## src/sv/ffea_pkg.sv

```systemverilog
// shared types and constants for the first-fit extent allocator
package ffea_pkg;

    typedef struct packed {
        logic [1:0]  req_type;
        logic [31:0] request_address;
        logic [31:0] request_size;
    } req_t;

    typedef struct packed {
        logic [31:0] block_address;
        logic [2:0]  status;
        logic [31:0] free_bytes;
    } rsp_t;

    typedef struct packed {
        logic [31:0] start;
        logic [31:0] len;
    } entry_t;

    localparam logic [1:0] KIND_FIRST   = 2'd0;
    localparam logic [1:0] KIND_HIGHEST = 2'd1;
    localparam logic [1:0] KIND_AT      = 2'd2;
    localparam logic [1:0] KIND_FREE    = 2'd3;

    localparam logic [2:0] ST_OK      = 3'd0;
    localparam logic [2:0] ST_ZERO    = 3'd1;
    localparam logic [2:0] ST_NOFIT   = 3'd2;
    localparam logic [2:0] ST_IGNORED = 3'd3;
    localparam logic [2:0] ST_FULL    = 3'd4;

    localparam logic [1:0] OP_NONE = 2'd0;
    localparam logic [1:0] OP_REM  = 2'd1;
    localparam logic [1:0] OP_INS  = 2'd2;

    localparam logic [2:0] REG_HEAP_BASE = 3'd0;
    localparam logic [2:0] REG_HEAP_SIZE = 3'd4;

endpackage

```

## src/sv/ffea_ext_mem.sv

```systemverilog
// extent table memory, one write port and one registered read port
module ffea_ext_mem #(
    parameter int DEPTH = 32,
    parameter int AW    = 5
) (
    input  logic                  clk,
    input  logic                  we,
    input  logic [AW-1:0]         waddr,
    input  ffea_pkg::entry_t      wdata,
    input  logic [AW-1:0]         raddr,
    output ffea_pkg::entry_t      rdata
);
    import ffea_pkg::*;

    entry_t mem [DEPTH];
    entry_t rdata_reg;

    always_ff @(posedge clk)
    begin
        if (we)
        begin
            mem[waddr] <= wdata;
        end
        rdata_reg <= mem[raddr];
    end

    assign rdata = rdata_reg;

endmodule

```

## config.mk

```make
export PLATFORM = sky130hd
export DESIGN_NAME = ffea_ext_mem
export DESIGN_NICKNAME = d
export VERILOG_FILES = /design/src/sv/ffea_pkg.sv /design/src/sv/ffea_ext_mem.sv
export SDC_FILE = /design/constraint.sdc
export NUM_CORES = 2
export LEC_CHECK = 0
export ABC_AREA = 1
export BUFFER_PORTS_ARGS = -buffer_cell sky130_fd_sc_hd__buf_4
export CORE_MARGIN = 4
export CORE_UTILIZATION = 40
export DETAILED_ROUTE_END_ITERATION = 6
export PLACE_DENSITY = 0.64
export SYNTH_ARGS = -nofsm -noshare
export SYNTH_HDL_FRONTEND = slang
export SYNTH_SLANG_ARGS = --single-unit
```

## constraint.sdc

```tcl
create_clock -name clk -period 6.6 [get_ports clk]
set_input_delay 1.65 -clock clk [delete_from_list [all_inputs] [get_ports clk]]
set_output_delay 1.65 -clock clk [all_outputs]
set_load 0.01 [all_outputs]
```

==> reports/summary.txt <==
logic gate share of total power: 5.8%
GP Congestion: 0.769
share of post-route cells with drive strength above 1: 8.13%
number of DRC markers in iteration 0: 7,377
clk root buf: clkbuf_16
cts bufs inserted: 201
Synth cell types: 13
clock share of power: 41.1%
Non-Filler Instances: 9,654
die area: 215,000 µm²
Post-DP HPWL: 111,000 µm
Max Slew Vio Count: 0
Worst Clk Skew: 0.0329 ns
Final Hold Viols: 0
share of the synthesized area in the top cell type: 74.1%
Leak: 33.0 nW
power density cells: 302 nW/µm²
clock tree buffer depth: 3
part of the Yosys area used for sequential elements: 75.6%
synthesized area per cell: 12.3 µm²
fill count: 18,000
Hold WS: 0.682 ns
nets: 6,857
Hold-fix buffers, CTS: 0
Top-Level Pins: 140
Clock Latency Late Sink: 0.84 ns
Clock Pin Slew Worst Setup and Hold Paths: 0.06 ns
grt ovf: 0
Critical Path RT: 7.37 ns
Rows: 166
Die H: 463 µm
CORE AREA: 205,000 µm²
# setup viols final: 0
drt pass-1 iters: 7
ranking of synthesized cells by area: edfxtp_1 74%, nand3_1 11%, nand2_1 11%
run status: finished with violations
placed cells: 9,266
global-route wire length before repair: 342,000 µm
worst min path class: reg2reg
number of setup buffers added after CTS: 0
post-cts gate resize count: 0
worst rel slew slack: 15.9%
CTS tree: done
TritonCTS Sinks: 2,112
Switching Share: 22.3%
reg-to-reg startpoint: mem[8][39]
DRC Markers: 2
via count: 54,100
hold path startpoint: mem[18][11]
routed wire length: 235,000 µm
Internal: 21.9 mW
vias in the first global route: 50,900
DIE WIDTH: 463 µm
Max Cap Viol: 0
mapped cell area: 83,000 µm²
Fmax: 271 MHz
RSZ-0062 raised after global routing: no
crit share post-route: 55.9%
P_sw: 6.28 mW
Vias/cell: 5.60
worst-path fanout max: 257
Data arrival, critical path: 4.45 ns
# H-tree levels: 4
initial core utilization: 40.4%
VDD IR max: 0.215 mV
wire per inst: 24.4 µm
Final Critical Period: 3.69 ns
Antenna Nets Post-Route: 0
violated checks: design-rule violations
#FFs+latches synth: 2,112
Mapped Nets: 6,844
Seq pwr share: 53.1%
Area Growth Syn to Fin: 12.7%
GRT Overall Usage: 21.3%
Mapped Cells: 6,768
actual slew at the worst max-slew pin: 1.26 ns
CP Launch Point: raddr[0]
warnings from Yosys: 0
CP Launch Type: input port
largest area contributor in the synthesized netlist: edfxtp_1
Setup TNS: 0 ns
fin util: 45.5%
Port Buffers: 139
max reg flops: 2,048
initial antenna violation count: 18
Final Total Pwr: 28.2 mW
CP endpoint kind: flip-flop
Crit Path Category: in2reg
pin count of the biggest net entering global routing: 258
[layout by cell type (no fill, tap or decap), types with 4 or more instances in the layout]
cell type | Yosys | routed
buf_12 | 0 | 42
buf_4 | 28 | 202
bufinv_16 | 0 | 19
clkbuf_1 | 82 | 50
clkbuf_16 | 0 | 206
clkbuf_8 | 0 | 12
clkinv_1 | 0 | 49
clkinv_2 | 0 | 34
dfxtp_1 | 64 | 64
diode_2 | 0 | 8
edfxtp_1 | 2048 | 2048
inv_1 | 7 | 5
inv_16 | 0 | 4
inv_6 | 0 | 4
nand2_1 | 2376 | 2376
nand3_1 | 1800 | 1800
nor2_4 | 0 | 32
[cells by family after synthesis]
logic type,synth area share (%)
buffers and inverters,2.61
flip-flops,75.6
AND/OR/NAND/NOR,21.7
[worst paths after layout]
kind	end	slack, ns	depth (start not counted)
hold / removal	rdata[11]	0.68	6
setup / recovery	rdata[21]	2.91	11
setup reg to reg	rdata[39]	5.21	8
hold reg to reg	rdata[11]	0.68	6
[worst max-delay path, stage by stage]
cell and delay [ns]:
buf_8 0.23, inv_16 0.74, buf_4 0.59, nand2_1 0.11, nand3_1 0.09, nand3_1 0.13, nand2_1 0.10, nand2_1 0.07
nand2_1 0.16, nand2_1 0.06, nand2_1 0.15
[cell type report]
cell class	count	area [µm²]	area share, %
sequential	2112	62800	67.1
inverter	10	76.3	0.0816
timing repair buffer	248	2420	2.58
tap	2688	3360	3.60
clock inverter	113	1110	1.19
multi-input combinational	4208	18300	19.5
antenna	8	20.0	0.0214
clock buffer	267	5490	5.87
[synth_stat cells]
library cell  number
inv_4              1
nand2_1         2376
buf_4             28
inv_2              2
clkbuf_1          82
edfxtp_1        2048
dfxtp_1           64
inv_1              7
nor2_1            32
buf_6              4
nand3_1         1800
buf_2            275
buf_1             49
[routing by layer]
layer,GRT usage [%],share of wire (%)
met5,0,0.027
met4,6.00,2.6
met3,5.02,11
met2,32.7,45
met1,30.3,41
[power by group through the flow]
stage | combinational (mW) | sequential (mW) | clock (mW)
after floorplan | 0.908 | 15.3 | 0
after global placement | 1.61 | 15.3 | 0
after detailed placement | 1.63 | 15.3 | 0
after CTS | 1.64 | 15.0 | 11.7
after global routing | 1.79 | 15.0 | 12.3
final | 1.64 | 15.0 | 11.6
[stage by stage]
step / instance area [µm²] / setup slack, ns
floorplan: 83000 / 1.49
global placement: 86900 / 2.21
detailed placement: 86900 / 2.21
CTS: 93500 / 3.11
global route: 93500 / 2.83
finish: 93500 / 2.91
No activity file was read; power rests on OpenSTA's default activity.
